`src/pdtp_pkg.sv`:
```
// ----------------------------------------------------------------------------
// pdtp_pkg
// Types and constants shared by the date/time pattern parser modules.
// ----------------------------------------------------------------------------
package pdtp_pkg;

    // Number of pattern codes the parser can walk through
    localparam int          C_MAX_CODES = 16;
    localparam logic [4:0]  C_MAX_LEN   = 5'(C_MAX_CODES);

    // Pattern codes
    localparam logic [3:0] C_CODE_SKIP       = 4'd0;
    localparam logic [3:0] C_CODE_YY         = 4'd1;
    localparam logic [3:0] C_CODE_YYYY       = 4'd2;
    localparam logic [3:0] C_CODE_MONTH_FLEX = 4'd3;
    localparam logic [3:0] C_CODE_MONTH      = 4'd4;
    localparam logic [3:0] C_CODE_DAY_FLEX   = 4'd5;
    localparam logic [3:0] C_CODE_DAY        = 4'd6;
    localparam logic [3:0] C_CODE_HOUR       = 4'd7;
    localparam logic [3:0] C_CODE_MINUTE     = 4'd8;
    localparam logic [3:0] C_CODE_SECOND     = 4'd9;

    // Configuration register indexes
    localparam logic [0:0] C_REG_PATTERN_CODES  = 1'b0;
    localparam logic [0:0] C_REG_PATTERN_LENGTH = 1'b1;

    localparam logic [13:0] C_YEAR_BASE   = 14'd1900;
    // year / 100 == (year * 5243) >> 19 for every 14-bit year
    localparam logic [12:0] C_RECIP_100   = 13'd5243;
    localparam int          C_RECIP_SHIFT = 19;

    typedef struct packed {
        logic [7:0] char_code;
        logic       last_char;
    } t_in_item;

    typedef struct packed {
        logic [13:0] year_value;
        logic [6:0]  month_value;
        logic [6:0]  day_value;
        logic [6:0]  hour_value;
        logic [6:0]  minute_value;
        logic [6:0]  second_value;
        logic        pattern_matched;
        logic        date_time_valid;
    } t_out_item;

    // Parsed fields before the calendar check
    typedef struct packed {
        logic [13:0] year_value;
        logic [6:0]  month_value;
        logic [6:0]  day_value;
        logic [6:0]  hour_value;
        logic [6:0]  minute_value;
        logic [6:0]  second_value;
        logic        pattern_matched;
    } t_fields;

    typedef struct packed {
        logic [4:0]  idx;
        logic [2:0]  digits;
        logic [13:0] acc;
        logic        bad;
        logic        failed;
        logic [13:0] year;
        logic [6:0]  month;
        logic [6:0]  day;
        logic [6:0]  hour;
        logic [6:0]  minute;
        logic [6:0]  second;
    } t_parse_state;

    typedef struct packed {
        t_parse_state st;
        logic         again;
    } t_step_res;

    function automatic logic [4:0] days_in_month(input logic [6:0] month, input logic leap);
        logic [4:0] days;
        case (month)
            7'd1, 7'd3, 7'd5, 7'd7, 7'd8, 7'd10, 7'd12: days = 5'd31;
            7'd4, 7'd6, 7'd9, 7'd11:                     days = 5'd30;
            7'd2:                                        days = leap ? 5'd29 : 5'd28;
            default:                                     days = 5'd0;
        endcase
        return days;
    endfunction

endpackage

```
`src/pdtp_parse.sv`:
```
// ----------------------------------------------------------------------------
// pdtp_parse
// Per-character parse state. Consumes one character per step, resolving up
// to two pattern codes, and forms the parsed fields on the last character.
// ----------------------------------------------------------------------------
module pdtp_parse (
    input  logic              i_clk,
    input  logic              i_rst_n,
    input  logic              i_step,
    input  logic [7:0]        i_char,
    input  logic              i_last,
    input  logic [63:0]       i_codes,
    input  logic [4:0]        i_length,
    output pdtp_pkg::t_fields o_fields
);

    pdtp_pkg::t_parse_state r_state;
    pdtp_pkg::t_parse_state n_state;
    pdtp_pkg::t_parse_state fin;
    pdtp_pkg::t_step_res    pass1;
    pdtp_pkg::t_step_res    pass2;
    logic [4:0]             used_len;
    logic                   is_digit;
    logic [3:0]             digit;
    logic [3:0]             fin_code;
    logic                   pending;
    logic                   matched;

    function automatic logic [3:0] code_at(input logic [63:0] codes, input logic [4:0] idx);
        return codes[{idx[3:0], 2'b00} +: 4];
    endfunction

    function automatic pdtp_pkg::t_parse_state commit(
        input pdtp_pkg::t_parse_state s,
        input logic [3:0]             code
    );
        pdtp_pkg::t_parse_state r;
        logic [13:0]            v;
        r = s;
        v = s.bad ? 14'd0 : s.acc;
        case (code)
            pdtp_pkg::C_CODE_YY:   r.year = 14'(pdtp_pkg::C_YEAR_BASE + v);
            pdtp_pkg::C_CODE_YYYY: r.year = v;
            pdtp_pkg::C_CODE_MONTH_FLEX,
            pdtp_pkg::C_CODE_MONTH:  r.month = v[6:0];
            pdtp_pkg::C_CODE_DAY_FLEX,
            pdtp_pkg::C_CODE_DAY:    r.day = v[6:0];
            pdtp_pkg::C_CODE_HOUR:   r.hour = v[6:0];
            pdtp_pkg::C_CODE_MINUTE: r.minute = v[6:0];
            pdtp_pkg::C_CODE_SECOND: r.second = v[6:0];
            default: ;
        endcase
        r.acc    = 14'd0;
        r.bad    = 1'b0;
        r.digits = 3'd0;
        r.idx    = 5'(s.idx + 5'd1);
        return r;
    endfunction

    // Resolve one pattern code against the current character. again is set
    // when a flexible field ends on a non-digit that the next code must see.
    function automatic pdtp_pkg::t_step_res step_once(
        input pdtp_pkg::t_parse_state s,
        input logic [63:0]            codes,
        input logic [4:0]             len,
        input logic                   dig,
        input logic [3:0]             d
    );
        pdtp_pkg::t_step_res r;
        logic [3:0]          code;
        logic [2:0]          width;
        r.st    = s;
        r.again = 1'b0;
        code    = code_at(codes, s.idx);
        width   = (code == pdtp_pkg::C_CODE_YYYY) ? 3'd4 : 3'd2;
        if (!s.failed && s.idx < len) begin
            if (!(code inside {[pdtp_pkg::C_CODE_YY:pdtp_pkg::C_CODE_SECOND]})) begin
                r.st.idx = 5'(s.idx + 5'd1);
            end else if (code == pdtp_pkg::C_CODE_MONTH_FLEX ||
                         code == pdtp_pkg::C_CODE_DAY_FLEX) begin
                if (s.digits == 3'd0) begin
                    if (dig) begin
                        r.st.acc    = 14'(d);
                        r.st.digits = 3'd1;
                    end else begin
                        r.st.failed = 1'b1;
                    end
                end else if (dig) begin
                    r.st.acc = 14'(s.acc * 14'd10 + 14'(d));
                    r.st     = commit(r.st, code);
                end else begin
                    r.st    = commit(s, code);
                    r.again = 1'b1;
                end
            end else begin
                if (dig) begin
                    r.st.acc = 14'(s.acc * 14'd10 + 14'(d));
                end else begin
                    r.st.bad = 1'b1;
                end
                r.st.digits = 3'(s.digits + 3'd1);
                if (r.st.digits >= width) begin
                    r.st = commit(r.st, code);
                end
            end
        end
        return r;
    endfunction

    always_comb begin
        used_len = (i_length > pdtp_pkg::C_MAX_LEN) ? pdtp_pkg::C_MAX_LEN : i_length;
        is_digit = i_char inside {[8'd48:8'd57]};
        digit    = is_digit ? i_char[3:0] : 4'd0;

        pass1 = step_once(r_state, i_codes, used_len, is_digit, digit);
        pass2 = pass1.again ? step_once(pass1.st, i_codes, used_len, is_digit, digit) : pass1;

        // End of string: close a one-digit flexible field still open
        fin      = pass2.st;
        fin_code = code_at(i_codes, fin.idx);
        if (!fin.failed && fin.idx < used_len && fin.digits == 3'd1 &&
            (fin_code == pdtp_pkg::C_CODE_MONTH_FLEX ||
             fin_code == pdtp_pkg::C_CODE_DAY_FLEX)) begin
            fin = commit(fin, fin_code);
        end

        // Any field code left unparsed fails the match
        pending = 1'b0;
        for (int i = 0; i < pdtp_pkg::C_MAX_CODES; i++) begin
            if (5'(i) >= fin.idx && 5'(i) < used_len &&
                i_codes[4*i +: 4] inside {[pdtp_pkg::C_CODE_YY:pdtp_pkg::C_CODE_SECOND]}) begin
                pending = 1'b1;
            end
        end
        matched = !fin.failed && !pending;

        o_fields.pattern_matched = matched;
        o_fields.year_value      = matched ? fin.year   : 14'd0;
        o_fields.month_value     = matched ? fin.month  : 7'd0;
        o_fields.day_value       = matched ? fin.day    : 7'd0;
        o_fields.hour_value      = matched ? fin.hour   : 7'd0;
        o_fields.minute_value    = matched ? fin.minute : 7'd0;
        o_fields.second_value    = matched ? fin.second : 7'd0;

        n_state = i_last ? '0 : pass2.st;
    end

    always_ff @(posedge i_clk) begin
        if (!i_rst_n) begin
            r_state <= '0;
        end else if (i_step) begin
            r_state <= n_state;
        end
    end

endmodule

```
`src/pdtp_calendar.sv`:
```
// ----------------------------------------------------------------------------
// pdtp_calendar
// Two-stage calendar check: year / 100 by reciprocal multiply, then leap
// year, days in month and time ranges into the result register.
// ----------------------------------------------------------------------------
module pdtp_calendar (
    input  logic                i_clk,
    input  logic                i_load_s2,
    input  logic                i_load_s3,
    input  pdtp_pkg::t_fields   i_fields,
    output pdtp_pkg::t_out_item o_item
);

    pdtp_pkg::t_fields   r_s2_fields;
    logic [7:0]          r_s2_quot;
    pdtp_pkg::t_out_item r_s3_item;

    pdtp_pkg::t_fields   s2_f;
    pdtp_pkg::t_out_item n_s3_item;
    logic [26:0]         n_prod;
    logic [7:0]          n_quot;
    logic [13:0]         rem_100;
    logic                leap;
    logic [4:0]          dim;
    logic                valid;

    always_comb begin
        n_prod = 27'(i_fields.year_value) * 27'(pdtp_pkg::C_RECIP_100);
        n_quot = 8'(n_prod >> pdtp_pkg::C_RECIP_SHIFT);
    end

    always_comb begin
        s2_f    = r_s2_fields;
        rem_100 = 14'(s2_f.year_value - 14'(14'(r_s2_quot) * 14'd100));
        // divisible by 400 == divisible by 100 with quotient divisible by 4
        leap    = (s2_f.year_value[1:0] == 2'd0) &&
                  (rem_100 != 14'd0 || r_s2_quot[1:0] == 2'd0);
        dim     = pdtp_pkg::days_in_month(s2_f.month_value, leap);
        valid   = s2_f.pattern_matched && s2_f.year_value != 14'd0 && dim != 5'd0 &&
                  s2_f.day_value >= 7'd1 && s2_f.day_value <= 7'(dim) &&
                  s2_f.hour_value < 7'd24 && s2_f.minute_value < 7'd60 &&
                  s2_f.second_value < 7'd60;

        n_s3_item.year_value      = s2_f.year_value;
        n_s3_item.month_value     = s2_f.month_value;
        n_s3_item.day_value       = s2_f.day_value;
        n_s3_item.hour_value      = s2_f.hour_value;
        n_s3_item.minute_value    = s2_f.minute_value;
        n_s3_item.second_value    = s2_f.second_value;
        n_s3_item.pattern_matched = s2_f.pattern_matched;
        n_s3_item.date_time_valid = valid;
    end

    always_ff @(posedge i_clk) begin
        if (i_load_s2) begin
            r_s2_fields <= i_fields;
            r_s2_quot   <= n_quot;
        end
        if (i_load_s3) begin
            r_s3_item <= n_s3_item;
        end
    end

    assign o_item = r_s3_item;

endmodule

```
`src/pattern_date_time_parser_top.sv`:
```
// ----------------------------------------------------------------------------
// pattern_date_time_parser_top
// Pattern-driven date/time string parser: one character per transaction,
// one result transaction on each character marked last.
// ----------------------------------------------------------------------------
//  Channel  Direction  Handshake                  Payload
//  input    in         i_in_valid / o_in_stall    i_in_data  (t_in_item)
//  output   out        o_out_valid / i_out_stall  o_out_data (t_out_item)
//  config   in         i_cfg_wr_en                i_cfg_index, i_cfg_wdata
//
//  One character is taken every cycle unless a last character meets a stall;
//  the parse state loop runs only through the parse state and the parse logic.
//  After its last character is taken, a result is formed by parse, then
//  reciprocal multiply for year / 100, then calendar check into the result register.
//  Reset is synchronous and clears parse state, configuration and all valids.
//  A stall passes back in the same cycle through every full stage; characters
//  that close no string keep flowing while a result waits at the output.
// ----------------------------------------------------------------------------
module pattern_date_time_parser_top (
    input  logic                i_clk,
    input  logic                i_rst_n,
    input  logic                i_in_valid,
    output logic                o_in_stall,
    input  pdtp_pkg::t_in_item  i_in_data,
    output logic                o_out_valid,
    input  logic                i_out_stall,
    output pdtp_pkg::t_out_item o_out_data,
    input  logic                i_cfg_wr_en,
    input  logic [0:0]          i_cfg_index,
    input  logic [63:0]         i_cfg_wdata
);

    logic [63:0]        r_pattern_codes;
    logic [4:0]         r_pattern_length;
    pdtp_pkg::t_in_item r_s0;
    pdtp_pkg::t_fields  r_s1;
    logic               r_v0, r_v1, r_v2, r_v3;

    pdtp_pkg::t_fields  parse_fields;
    logic               rdy0, rdy1, rdy2, rdy3;
    logic               adv0;

    always_comb begin
        rdy3 = !r_v3 || !i_out_stall;
        rdy2 = !r_v2 || rdy3;
        rdy1 = !r_v1 || rdy2;
        // a character that closes no string never waits on later stages
        adv0 = r_v0 && (!r_s0.last_char || rdy1);
        rdy0 = !r_v0 || adv0;
    end

    assign o_in_stall  = !rdy0;
    assign o_out_valid = r_v3;

    always_ff @(posedge i_clk) begin
        if (!i_rst_n) begin
            r_pattern_codes  <= '0;
            r_pattern_length <= '0;
        end else if (i_cfg_wr_en) begin
            case (i_cfg_index)
                pdtp_pkg::C_REG_PATTERN_CODES:  r_pattern_codes  <= i_cfg_wdata;
                pdtp_pkg::C_REG_PATTERN_LENGTH: r_pattern_length <= i_cfg_wdata[4:0];
                default: ;
            endcase
        end
    end

    always_ff @(posedge i_clk) begin
        if (!i_rst_n) begin
            r_v0 <= 1'b0;
            r_v1 <= 1'b0;
            r_v2 <= 1'b0;
            r_v3 <= 1'b0;
        end else begin
            if (rdy0) begin
                r_v0 <= i_in_valid;
            end
            if (rdy1) begin
                r_v1 <= adv0 && r_s0.last_char;
            end
            if (rdy2) begin
                r_v2 <= r_v1;
            end
            if (rdy3) begin
                r_v3 <= r_v2;
            end
        end
    end

    always_ff @(posedge i_clk) begin
        if (rdy0) begin
            r_s0 <= i_in_data;
        end
        if (adv0 && r_s0.last_char) begin
            r_s1 <= parse_fields;
        end
    end

    pdtp_parse u_parse (
        .i_clk    (i_clk),
        .i_rst_n  (i_rst_n),
        .i_step   (adv0),
        .i_char   (r_s0.char_code),
        .i_last   (r_s0.last_char),
        .i_codes  (r_pattern_codes),
        .i_length (r_pattern_length),
        .o_fields (parse_fields)
    );

    pdtp_calendar u_calendar (
        .i_clk     (i_clk),
        .i_load_s2 (r_v1 && rdy2),
        .i_load_s3 (r_v2 && rdy3),
        .i_fields  (r_s1),
        .o_item    (o_out_data)
    );

endmodule

```
`config.mk`:
```
export PLATFORM = sky130hd
export DESIGN_NAME = pattern_date_time_parser_top
export DESIGN_NICKNAME = d
export VERILOG_FILES = /design/src/pdtp_pkg.sv /design/src/pdtp_parse.sv /design/src/pdtp_calendar.sv /design/src/pattern_date_time_parser_top.sv
export SDC_FILE = /design/constraint.sdc
export NUM_CORES = 1
export LEC_CHECK = 0
export BUFFER_PORTS_ARGS = -buffer_cell sky130_fd_sc_hd__buf_2
export CAP_MARGIN = 0
export CORE_UTILIZATION = 40
export CTS_BUF_LIST = sky130_fd_sc_hd__clkbuf_4
export DETAILED_ROUTE_END_ITERATION = 16
export GPL_TIMING_DRIVEN = 0
export PLACE_DENSITY = 0.64
export SETUP_SLACK_MARGIN = 0.15
export SKIP_LAST_GASP = 1
export SLEW_MARGIN = 20
export SYNTH_ARGS = -nofsm -noshare
export SYNTH_HDL_FRONTEND = slang
export SYNTH_SLANG_ARGS = --single-unit
```
`constraint.sdc`:
```
create_clock -name i_clk -period 10.1 [get_ports i_clk]
set_input_delay 3.03 -clock i_clk [delete_from_list [all_inputs] [get_ports i_clk]]
set_output_delay 3.03 -clock i_clk [all_outputs]
set_load 0.01 [all_outputs]
```
---- Yosys cells after proc, flatten, opt, wreduce, memory -nomap -nowiden ----
Index checks and enable logic that the tools add are counted.
storage, ports and cells
  bits in registers ....................... 314
  output and inout port bits .............. 53
  logic and storage cells ................. 412
cells by class
  $add $sub $neg .......................... 15
  multipliers ............................. 4
  $lt $le $gt $ge ......................... 81
  equal/unequal tests ..................... 40
  shifts and indexed selects .............. 3
  multiplexer cells ....................... 119
  bitwise operators ....................... 1
  reductions and logical operators ........ 107
operators by type and width
  cell                      number
  $mux W73                  6
  $mux W7                   35
  $mux W74                  3
  $mux W14                  15
  $pmux W14 S2              7
  $shiftx A64 B7 Y4         3
  $mux W69                  2
  $mux W50                  2
  $add A11 B14 Y14 const A  7
  $mux W49                  2
  $ge A4 B1 Y1 const B      18
  $le A4 B4 Y1 const B      18
  $logic_and A1 B1 Y1       69
  $mux W17                  4
  $eq A4 B3 Y1 const B      12
  $ge A4 B5 Y1 const A      8
  $lt A4 B5 Y1 const A      8
  $eq A7 B4 Y1 const B      5
  $mux W1                   34
  $add A14 B4 Y14           2
  $eq A7 B3 Y1 const B      4
  $mul A14 B3 Y13 const B   2
  $reduce_bool A14 Y1       2
  $mul A14 B13 Y27 const B  1
  other kinds (39)          101

---- Longest topological paths before layout ----
Gate-level depths: netlist of the first run.
  depth after elaboration ................. 55
  depth in mapped cells ................... 46
  depth with buffers taken out ............ 39

---- Hierarchy ----
From an unflattened synthesis of the first run, not the netlist that was laid out.
second synthesis, totals
  cell total of the unflattened synthesis .. 2413
  area, all modules ....................... 23311.1 um^2
by module, submodules not included
  module                        instances  cells each  area an instance (um^2)
  pdtp_parse                    1          1437        10711.5
  pdtp_calendar                 1          596         7825.0
  pattern_date_time_parser_top  1          380         4774.6

---- Worst setup path after synthesis of the first run ----
OpenSTA, ideal clock, no wires.
  kind .................................... flip-flop to flip-flop
  from .................................... reg u_parse.r_state[68] in the netlist's numbering
  to ...................................... reg r_s1[12] in the netlist's numbering (data pin)
  library setup time ...................... 0.184 ns
  arrival time ............................ 9.798 ns
  required time ........................... 9.916 ns
  slack ................................... 0.117 ns
  cell stages (with the launch flop) ...... 44
  period minus slack after synthesis ...... 9.983 ns
  path through ............................ dfxtp_1 > buf_6 > mux4_2 > mux4_2 > a21oi_1 > nor2b_1 > clkbuf_1 > inv_1 > ha_1 > or4_1 > a211oi_2 > and2_4 > buf_6 > o211a_4 > buf_6 > a2111oi_0 > o41a_1 > o22ai_4 > (+8 left out) > o211ai_4 > nand3_2 > xnor2_4 > inv_2 > ha_1 > a21o_1 > a21o_1 > a2111oi_0 > nand3_1 > a211o_1 > o32a_1 > buf_2 > o21ai_0 > nand4_1 > a2111oi_2 > o21bai_2 > buf_6 > a2111oi_4
on the way
  longest elaborated chain between the ends .. 43
  elaborated cells between the ends (all ways) .. 155
  those cells by class .................... add/sub: 5; mul: 1; order compare: 25; eq/ne: 12; shift: 3; mux: 61; reduce/logical: 48
RTL lines
  item                    RTL line                            text
  start, declared         pdtp_parse.sv:17                    pdtp_pkg::t_parse_state r_state;
  start signal, assigned  pdtp_parse.sv:152                   r_state <= n_state;
  $shiftx A64 B7 Y4       pdtp_parse.sv:30                    return codes[{idx[3:0], 2'b00} +: 4];
  $eq A4 B2 Y1            pdtp_parse.sv:75                    width = (code == pdtp_pkg::C_CODE_YYYY) ? 3'd4 : 3'd2;
  $mux W3                 pdtp_parse.sv:75
  $ge A3 B3 Y1            pdtp_parse.sv:102                   if (r.st.digits >= width) begin
  $mux W73                pdtp_parse.sv:102
  $mux W73                pdtp_parse.sv:79                    end else if (code == pdtp_pkg::C_CODE_MONTH_FLEX ||
  $mux W5                 pdtp_parse.sv:77                    if (!(code inside {[pdtp_pkg::C_CODE_YY:pdtp_pkg::C_CODE_SECOND]})) begin
  $mux W74 *              pdtp_parse.sv:76                    if (!s.failed && s.idx < len) begin
  (+12 left out)          n/a
  $logic_and A1 B1 Y1     pdtp_parse.sv:121                   if (!fin.failed && fin.idx < used_len && fin.digits == 3'd1 &&
  $mux W73 *              pdtp_parse.sv:121
  $ge A1 B5 Y1            pdtp_parse.sv:130                   if (5'(i) >= fin.idx && 5'(i) < used_len &&
  $logic_and A1 B1 Y1     pdtp_parse.sv:130
  $logic_and A1 B1 Y1     pdtp_parse.sv:131                   i_codes[4*i +: 4] inside {[pdtp_pkg::C_CODE_YY:pdtp_pkg::C_CODE_SECOND]}) begin
  $mux W1 (16 in series)  pdtp_parse.sv:130
  $logic_not A1 Y1        pdtp_parse.sv:135                   matched = !fin.failed && !pending;
  $logic_and A1 B1 Y1     pdtp_parse.sv:135
  end signal, assigned    pattern_date_time_parser_top.sv:95  r_s1 <= parse_fields;
  end, declared           pattern_date_time_parser_top.sv:36  pdtp_pkg::t_fields r_s1;
Every way passes the cells marked *; elsewhere a longest branch is shown, timed or not. The select of a mux whose other input is x is not followed.
A chain may end at the register's enable or synchronous reset.

---- Worst setup path in the final report of the first run ----
  from .................................... reg u_parse.r_state[68] in the netlist's numbering
  to ...................................... reg r_s1[4] in the netlist's numbering (data pin)
Same word-level chain as after synthesis.

==> results of run 1 <==
==> sequential cells by signal, indices dropped and copies added (netlist names) <==
register and cells:
u_parse.r_state 72, r_v1 1, u_calendar.o_item 51, r_v0 1, r_pattern_codes 64, r_pattern_length 5
u_calendar.r_s2_quot 8, r_v2 1, u_calendar.n_s3_item 50, o_out_valid 1, r_s0 9, r_s1 50
==> synth_stat cells, drive strengths merged, types with 54 or more instances <==
cell	count
ha	205
edfxtp	168
o21ai	83
mux2i	61
clkbuf	89
fa	70
nor3	77
nand2	292
dfxtp	145
a21boi	78
inv	195
nor2	108
a22oi	55
nor2b	80
nand3	54
a21oi	119
==> worst max-delay path, delay by kind of cell (launching register included) <==
kind | cells | cell delay (ns)
fa+ha+maj | 3 | 0.60
mux | 3 | 1.37
simple gates | 9 | 1.98
flops | 1 | 0.36
compound gates | 17 | 3.99
buf+inv | 12 | 1.44
==> cell type report <==
type	count	area [um2]
Buffer	129	782.0
Clock buffer	127	953.4
Inverter	199	765.7
Antenna cell	3	7.507
Clock inverter	25	137.6
Tap cell	765	957.2
Multi-Input combinational cell	1848	14940
Timing Repair Buffer	219	1572
Fill cell	5519	29840
Sequential cell	313	7955
==> power by group through the flow <==
stage | sequential [mW] | combinational [mW] | clock (mW)
floorplan | 1.42 | 0.563 | 0
global placement | 1.44 | 0.760 | 0
detailed placement | 1.44 | 0.783 | 0
CTS | 1.41 | 0.898 | 1.18
global route | 1.41 | 1.07 | 1.25
finish | 1.41 | 0.974 | 1.15
==> per-layer routing <==
layer	share of wire	global-route usage	vias to the layer above	wire, um
met4	0.067	0.1636	0	5313
li1	-	-	9716	-
met2	0.47	0.4393	912	37530
met3	0.068	0.05224	279	5443
met1	0.39	0.3103	10120	31230
met5	0	0	-	0
==> metrics by stage <==
stage               setup WS, ns  power [mW]  area, um2  utilization  cells
finish                    0.1175       3.534      28070       0.4847   3628
global route            -0.06795       3.737      28070       0.4847   3628
CTS                       0.1506       3.491      27390       0.4729   3588
detailed placement        -2.888       2.221      25260       0.4362   3390
global placement          -2.858       2.197      25110       0.4336   3384
floorplan                 0.1603       1.979      23500            -   2489
==> cells by family (layout without fill, tap and decap cells) <==
| logic type | Yosys count | after routing | share of synthesized area |
|---|---|---|---|
| simple gates | 796 | 796 | 0.1719 |
| compound gates | 614 | 614 | 0.1848 |
| buf+inv | 328 | 699 | 0.05691 |
| flops | 313 | 313 | 0.3382 |
| fa+ha+maj | 275 | 275 | 0.1688 |
| mux | 95 | 95 | 0.05186 |
| xor+xnor | 68 | 68 | 0.02758 |
| other cells | 0 | 3 | 0 |
==> final timing paths <==
check,slack (ns),cells after the start,from,to
worst max-delay path,0.12,44,u_parse.r_state[68]$_SDFFE_PN0P_,r_s1[4]$_SDFFCE_PN0P_
worst min-delay path,0.38,0,r_s1[17]$_SDFFCE_PN0P_,u_calendar.n_s3_item[18]$_DFFE_PP_
worst max register to register,0.12,44,u_parse.r_state[68]$_SDFFE_PN0P_,r_s1[4]$_SDFFCE_PN0P_
worst min register to register,0.38,0,r_s1[17]$_SDFFCE_PN0P_,u_calendar.n_s3_item[18]$_DFFE_PP_
==> repair_timing <==
item | CTS | global route
setup buffers | 43 | 36
cloned | 3 | 1
pin swaps | 34 | 58
resized for setup | 121 | 66
hold endpoints to repair | 0 | 0
endpoints found under the setup margin | 50 | 50
==> run summary, run 1 <==
outcome -> complete, no violations
Remaining DRCs -> 0
Tmin final -> 9.982 ns
# setup viols final -> 0
Synth Instances -> 2,489
Fin. Hold Viols -> 0
number of vias per cell -> 5.796
most common cell after layout, fill and taps aside -> nand2_1
largest net degree at the start of global routing -> 33
crit end category -> register
Avg WL per Cell -> 21.92 um
sequential power share -> 0.399
TNS Setup -> 0 ns
gr usage total -> 0.2632
WL final -> 79,510 um
vias -> 21,030
Pint -> 2.393 mW
ys flop type -> edfxtp_1
Synth area leaders -> edfxtp_1 (21%), dfxtp_1 (12%), ha_1 (11%)
die extent in x -> 244.4 um
first-pass GRT wire length -> 120,300 um
clock slew seen by the registers of the worst setup and hold paths -> 0.07 ns
sequential share of the synthesized area -> 0.3382
Worst slew margin -> 0.03152
Async S/R FF share, synth -> 0
CP max-delay cell -> mux4_2
Switching Share -> 0.3229
post-synthesis register bit count -> 313
First-pass DRT Iterations -> 8
Synth cell types -> 102
WS Path Type -> reg -> reg
clk buf depth -> 3
highest clock rate -> 100.2 MHz
HP Class -> reg -> reg
Post-CTS Hold Fix Bufs -> 0
1st-iter DRT viols -> 1,761
Worst-Skew Late Latency -> 0.83 ns
Num CTS Buffers -> 86
Post-synth EDFFs -> 168
Area Growth Syn to Fin -> 19.46%
die height -> 244.4 um
Static Leak -> 11.18 nW
Mapped Area -> 23,500 um2
die area -> 59,730 um2
clock share of power -> 0.325
fraction of final layout cells with drive strength greater than 1 -> 0.1993
skew final -> 0.05620 ns
row count -> 88
RSZ-0062 raised after global routing -> yes
IO Pins -> 132
Worst VDD drop -> 87.23 uV
Worst Path Required -> 10.70 ns
Core ar. -> 57,920 um2
clk sinks -> 313
CTS tree -> yes
Startpoint Class -> register
hold_ws -> 0.3843 ns
Synth Net Count -> 2,843
Max-Cap Viols -> 0
worst slew pin tran -> 1.442 ns
most area-hungry cell type in the Yosys netlist -> edfxtp_1
synth warn -> 0
Initial Utilization -> 0.4058
Gate power share -> 0.276
DRT antenna net count -> 0
Period Utilization, post-route -> 0.9884
switching power -> 1.141 mW
DP Wirelength -> 60,840 um
RePlAce Congestion -> 1.037
Pins Over Slew Limit -> 0
total congestion overflow -> 0
commonest cells after routing, fill and taps aside -> nand2_1 (289), ha_1 (199), inv_1 (187), edfxtp_1 (168), dfxtp_1 (143)
Power Density -> 125.9 nW/um2
Largest stage delay, worst path -> 0.55 ns
Synth top area share -> 0.2147
CTS root buf -> clkbuf_4
H-tree level count -> 3
vias in the first global route -> 20,600
initial antenna violation count -> 2
fin nets -> 3,150
Mapped Avg Cell Area -> 9.442 um2
WP data arrival -> 10.59 ns
I/O Buffers -> 130
worst-path maximum fanout -> 8
Note: power is estimated with default switching activity, not from simulation.
==> run 2, diff against run 1 <==
--- a/config.mk
+++ b/config.mk
@@ -8,7 +8,7 @@
 export BUFFER_PORTS_ARGS = -buffer_cell sky130_fd_sc_hd__buf_2
 export CAP_MARGIN = 0
 export CORE_UTILIZATION = 40
-export CTS_BUF_LIST = sky130_fd_sc_hd__clkbuf_4
+export CTS_BUF_LIST = sky130_fd_sc_hd__clkbuf_2 sky130_fd_sc_hd__clkbuf_4 sky130_fd_sc_hd__clkbuf_8
 export DETAILED_ROUTE_END_ITERATION = 16
 export GPL_TIMING_DRIVEN = 0
 export PLACE_DENSITY = 0.64
@@ -18,3 +18,4 @@
 export SYNTH_ARGS = -nofsm -noshare
 export SYNTH_HDL_FRONTEND = slang
 export SYNTH_SLANG_ARGS = --single-unit
+export TNS_END_PERCENT = 5
==> run 2 against run 1 <==
Design area rose by 0.41%. The run now ends with capacitance limit, slew limit left. Critical path depth did not move. Worst setup slack improved by 0.072 ns. Core utilization rose by 0.20 points. Combinational power fell by 0.6%. Clock power rose by 13%. Clock skew fell by 0.024 ns. Maximum frequency rose by 0.73%. Non-clock buffer count fell by 4.
==> run summary, run 2 (synthesis results as in run 1) <==
total congestion overflow -> 0
WS Path Type -> reg -> reg
crit end category -> register
switching power -> 1.143 mW
Static Leak -> 11.14 nW
vias -> 20,790
WL final -> 79,430 um
RePlAce Congestion -> 1.037
Remaining DRCs -> 0
fin nets -> 3,115
Reg with most FFs -> u_parse.r_state
DRT antenna net count -> 0
sequential power share -> 0.384
fin area -> 28,190 um2
gr usage total -> 0.2604
Initial Utilization -> 0.4058
Fin. Hold Viols -> 0
H-tree level count -> 2
Core ar. -> 57,920 um2
I/O Buffers -> 130
Worst slew margin -> -0.0005045
Power Density -> 130.5 nW/um2
number of vias per cell -> 5.816
Pins Over Slew Limit -> 1
setup slack after layout -> 0.1894 ns
CTS root buf -> clkbuf_8
worst hold stages -> 0
DP Wirelength -> 60,840 um
vias in the first global route -> 20,340
First-pass DRT Iterations -> 8
dpl ws -> -2.888 ns
Buf/Inv on CP -> 12
Layout Cells excl Fill -> 3,574
placed cell area -> 25,260 um2
r2r setup slk -> 0.19 ns
clock share of power -> 0.353
R2R cell count -> 44
total power -> 3.678 mW
row count -> 88
Tmin final -> 9.911 ns
endpoint of the lowest-slack register-to-register path -> r_s1[6]$_SDFFCE_PN0P_
worst-path maximum fanout -> 8
outcome -> finished, violations left
largest net degree at the start of global routing -> 33
kind of cell adding the most delay to the critical path -> compound AO/OA/AOI/OAI gates
IO Pins -> 132
most common cell after layout, fill and taps aside -> nand2_1
WP data arrival -> 10.27 ns
HP Class -> reg -> reg
CTS tree -> yes
fraction of final layout cells with drive strength greater than 1 -> 0.1870
Critical Path Source -> u_parse.r_state[68]$_SDFFE_PN0P_
die height -> 244.4 um
die area -> 59,730 um2
die extent in x -> 244.4 um
Startpoint Class -> register
clk buf depth -> 3
violated checks -> capacitance limit, slew limit
Largest stage delay, worst path -> 0.55 ns
hold endpoint -> u_calendar.n_s3_item[27]$_DFFE_PP_
Worst VDD drop -> 91.79 uV
Finished Core Util -> 0.4867
first-pass GRT wire length -> 119,500 um
number of fill cells in the layout -> 5,483
RSZ-0062 raised after global routing -> yes
Num CTS Buffers -> 55
commonest cells after routing, fill and taps aside -> nand2_1 (289), ha_1 (199), inv_1 (187), edfxtp_1 (168), dfxtp_1 (143)
Gate power share -> 0.263
clock slew seen by the registers of the worst setup and hold paths -> 0.06 ns
highest clock rate -> 100.9 MHz
clk sinks -> 313
reg-to-reg critical path startpoint -> u_parse.r_state[68]$_SDFFE_PN0P_
skew final -> 0.03251 ns
Inst Count DP -> 3,390
initial antenna violation count -> 0
Period Utilization, post-route -> 0.9812
Avg WL per Cell -> 22.22 um
hold_ws -> 0.4171 ns
max FFs per register -> 72
Worst Path Required -> 10.46 ns
Pint -> 2.534 mW
# setup viols final -> 0
CP max-delay cell -> mux4_2
hold wc startpoint -> r_s1[26]$_SDFFCE_PN0P_
Worst-Skew Late Latency -> 0.67 ns
TNS Setup -> 0 ns
Area Growth Syn to Fin -> 19.94%
1st-iter DRT viols -> 1,465
worst slew pin tran -> 1.489 ns
Switching Share -> 0.3109
Max-Cap Viols -> 1
-- run 2: metal layers --
layer / GRT usage / vias to the layer above / wire length, um
li1: - / 9587 / -
met5: 0 / - / 0
met3: 0.04379 / 239 / 4885
met4: 0.1581 / 0 / 4861
met2: 0.4384 / 908 / 37760
met1: 0.3103 / 10050 / 31920
-- run 2: power groups by stage --
stage               Sequential (mW)  Combinational [mW]  Clock [mW]
global placement               1.44               0.760           0
global route                   1.41                1.06        1.38
floorplan                      1.42               0.563           0
detailed placement             1.44               0.783           0
CTS                            1.41               0.890        1.33
finish                         1.41               0.968        1.30
-- run 2: area by class of cell --
cell class              instances  area, um2  area share
multi-input cells            1848      14960      0.5306
flip-flops and latches        313       7955      0.2822
repair buffers                215       1535     0.05446
clock buffers                  79      962.2     0.03413
well taps                     765      957.2     0.03396
plain buffers                 129      785.8     0.02788
inverters                     199      762.0     0.02703
clock inverters                25      271.5    0.009632
diodes                          1      2.502  0.00008877
-- run 2: how the worst max path moves through the flow --
stage / endpoint / slack (ns) / cells past startpoint
3_5_place_dp: r_s1[26]$_SDFFCE_PN0P_ / -2.89 / 42
4_1_cts: r_s1[43]$_SDFFCE_PN0P_ / 0.16 / 47
5_1_grt: r_s1[49]$_SDFFCE_PN0P_ / -0.006 / 45
6_report: r_s1[6]$_SDFFCE_PN0P_ / 0.19 / 44
2_1_floorplan: r_s1[12]$_SDFFCE_PN0P_ / 0.16 / 43
3_3_place_gp: r_s1[26]$_SDFFCE_PN0P_ / -2.86 / 43
-- run 2: timing repair --
action                                  in CTS  in global routing
pin swaps                                   33                 62
resized for setup                          118                 72
endpoints found under the setup margin      50                 50
cloned                                       2                  3
hold buffers                                 0                  0
buffers inserted                            42                 32
==> run 3, diff against run 2 <==
--- a/config.mk
+++ b/config.mk
@@ -11,7 +11,7 @@
 export CTS_BUF_LIST = sky130_fd_sc_hd__clkbuf_2 sky130_fd_sc_hd__clkbuf_4 sky130_fd_sc_hd__clkbuf_8
 export DETAILED_ROUTE_END_ITERATION = 16
 export GPL_TIMING_DRIVEN = 0
-export PLACE_DENSITY = 0.64
+export PLACE_DENSITY = 0.62
 export SETUP_SLACK_MARGIN = 0.15
 export SKIP_LAST_GASP = 1
 export SLEW_MARGIN = 20
==> constraint.sdc (replaced) <==
create_clock -name i_clk -period 12.55 [get_ports i_clk]
set_input_delay 3.765 -clock i_clk [delete_from_list [all_inputs] [get_ports i_clk]]
set_output_delay 3.765 -clock i_clk [all_outputs]
set_load 0.05 [all_outputs]
==> run 3 against run 2 <==
The run now ends clean. Design area fell by 5.7%. Non-clock buffer count down 74. Hold slack worse by 0.00090 ns. Combinational power down 33%. Clock skew grew 0.017 ns. Maximum frequency down 18%. Sequential power fell by 19%. First-iteration DRC count increased by 20%. Critical endpoint is now r_s1[9]$_SDFFCE_PN0P_.
==> run summary, run 3 (synthesis results as in run 1) <==
outcome -> complete, no violations
kind of cell adding the most delay to the critical path -> compound AO/OA/AOI/OAI gates
Startpoint Class -> register
vias -> 20,180
fraction of final layout cells with drive strength greater than 1 -> 0.1403
GR Util met1 -> 0.3187
Max-Cap Viols -> 0
Pins Over Slew Limit -> 0
Power Density -> 105.8 nW/um2
total congestion overflow -> 0
Worst VDD drop -> 75.66 uV
Initial Utilization -> 0.4058
commonest cells after routing, fill and taps aside -> nand2_1 (290), ha_1 (205), inv_1 (191), edfxtp_1 (168), buf_2 (147)
endpoint of the lowest-slack register-to-register path -> r_s1[9]$_SDFFCE_PN0P_
Largest stage delay, worst path -> 0.57 ns
First-pass DRT Iterations -> 6
Post-CTS Hold Fix Bufs -> 0
gr usage total -> 0.2614
Critical Path Source -> u_parse.r_state[68]$_SDFFE_PN0P_
critical path depth -> 44
initial antenna violation count -> 0
Fin. Hold Viols -> 0
r2r setup slk -> 0.52 ns
H-tree level count -> 2
Reg with most FFs -> u_parse.r_state
HP Class -> reg -> reg
Num CTS Buffers -> 54
vias in the first global route -> 19,750
Tmin final -> 12.03 ns
clk sinks -> 313
hold_ws -> 0.4162 ns
Core ar. -> 57,920 um2
grt peak-use layer -> met2
DP Wirelength -> 61,970 um
WL final -> 78,300 um
Area Growth Syn to Fin -> 13.13%
n_diodes -> 0
# setup viols final -> 0
Avg WL per Cell -> 22.41 um
Worst slew margin -> 0.2776
RePlAce Congestion -> 0.9937
I/O Buffers -> 130
CTS tree -> yes
number of vias per cell -> 5.776
clk buf depth -> 3
most common cell after layout, fill and taps aside -> nand2_1
largest net degree at the start of global routing -> 32
Buf/Inv on CP -> 12
CP max-delay cell -> mux4_2
1st-iter DRT viols -> 1,758
Worst Path Required -> 12.96 ns
grt met2 use -> 0.4458
WS Path Type -> reg -> reg
Remaining DRCs -> 0
clock slew seen by the registers of the worst setup and hold paths -> 0.06 ns
highest clock rate -> 83.11 MHz
most frequent CP cell -> inv_1
CTS root buf -> clkbuf_8
skew final -> 0.04922 ns
die area -> 59,730 um2
IO Pins -> 132
die extent in x -> 244.4 um
Static Leak -> 10.54 nW
row count -> 88
DRT antenna net count -> 0
WP data arrival -> 12.44 ns
crit end category -> register
R2R cell count -> 44
Worst-Skew Late Latency -> 0.68 ns
Layout Cells excl Fill -> 3,494
reg-to-reg critical path startpoint -> u_parse.r_state[68]$_SDFFE_PN0P_
Period Utilization, post-route -> 0.9587
first-pass GRT wire length -> 119,500 um
met3 Use GR -> 0.03874
crit path capture -> r_s1[9]$_SDFFCE_PN0P_
fin nets -> 3,040
Inst Count DP -> 3,389
worst slew pin tran -> 1.074 ns
max FFs per register -> 72
worst-path maximum fanout -> 10
RSZ-0062 raised after global routing -> yes
die height -> 244.4 um
-- run 3: cell count changes in the layout (fill, tap and decap cells not counted), moves of 6 or more --
cell	change
nor4_4	-12
ha_4	-6
ha_1	+6
a211oi_2	-6
buf_12	-14
buf_4	-57
nor4_2	+11
buf_6	-6
a211oi_1	+10
clkinv_2	-6
buf_2	+7
-- run 3: where the power goes --
part | leakage, nW | internal [mW] | switching (mW) | total, mW
Sequential | 2.73 | 1.10 | 0.0349 | 1.14
Combinational | 7.18 | 0.257 | 0.394 | 0.651
Clock | 0.624 | 0.578 | 0.447 | 1.03
-- run 3: worst reg2reg max path, delay by kind of cell, from the launching register on --
kind / cells / cell delay, ns
muxes: 2 / 1.16
DFF: 1 / 0.35
adders and majority gates: 3 / 1.00
buffers and inverters: 12 / 2.11
AOI/OAI and AO/OA: 17 / 4.44
xor gates and xnor gates: 1 / 0.32
and+or+nand+nor: 9 / 2.39
-- run 3: through the flow --
stage | total power, mW | utilization | worst slack [ns] | area (um2) | setup TNS [ns]
2_1_floorplan | 1.597 | - | 2.567 | 23500 | 0
3_3_place_gp | 1.774 | 0.4335 | -0.2436 | 25110 | -7.432
4_1_cts | 2.824 | 0.4569 | 0.1913 | 26460 | 0
6_report | 2.813 | 0.4591 | 0.5184 | 26590 | 0
3_5_place_dp | 1.788 | 0.4359 | -0.3617 | 25240 | -13.88
5_1_grt | 2.962 | 0.4591 | 0.09950 | 26590 | 0
-- run 3: how the worst min path moves through the flow --
stage / slack (ns) / startpoint / to / cells after the start
2_1_floorplan: 0.40 / r_s1[9]$_SDFFCE_PN0P_ / u_calendar.n_s3_item[10]$_DFFE_PP_ / 0
3_3_place_gp: 0.40 / r_s1[18]$_SDFFCE_PN0P_ / u_calendar.n_s3_item[19]$_DFFE_PP_ / 0
3_5_place_dp: 0.40 / r_s1[10]$_SDFFCE_PN0P_ / u_calendar.n_s3_item[11]$_DFFE_PP_ / 0
4_1_cts: 0.42 / r_s1[16]$_SDFFCE_PN0P_ / u_calendar.n_s3_item[17]$_DFFE_PP_ / 0
5_1_grt: 0.42 / r_s1[13]$_SDFFCE_PN0P_ / u_calendar.n_s3_item[14]$_DFFE_PP_ / 0
6_report: 0.42 / r_s1[16]$_SDFFCE_PN0P_ / u_calendar.n_s3_item[17]$_DFFE_PP_ / 0
-- run 3: what timing repair did --
action | in CTS | in global routing
setup buffers | 1 | 5
endpoints found under the hold margin | 0 | 0
endpoints found under the setup margin | 50 | 50
pin swaps | 1 | 2
resized for setup | 6 | 15
-- run 3: area by class of cell --
| cell class | count | area, um2 |
|---|---|---|
| Inverter | 199 | 747.0 |
| Fill cell | 5592 | 31330 |
| Timing Repair Buffer | 141 | 810.8 |
| Buffer | 129 | 598.1 |
| Tap cell | 765 | 957.2 |
| Clock buffer | 78 | 960.9 |
| Sequential cell | 313 | 7949 |
| Multi-Input combinational cell | 1848 | 14350 |
| Clock inverter | 21 | 220.2 |
-- run 3: routing by layer --
| metal | share of wire | wire, um |
|---|---|---|
| met4 | 0.056 | 4352 |
| met5 | 0 | 0 |
| met2 | 0.48 | 37410 |
| met1 | 0.41 | 32110 |
| met3 | 0.057 | 4428 |
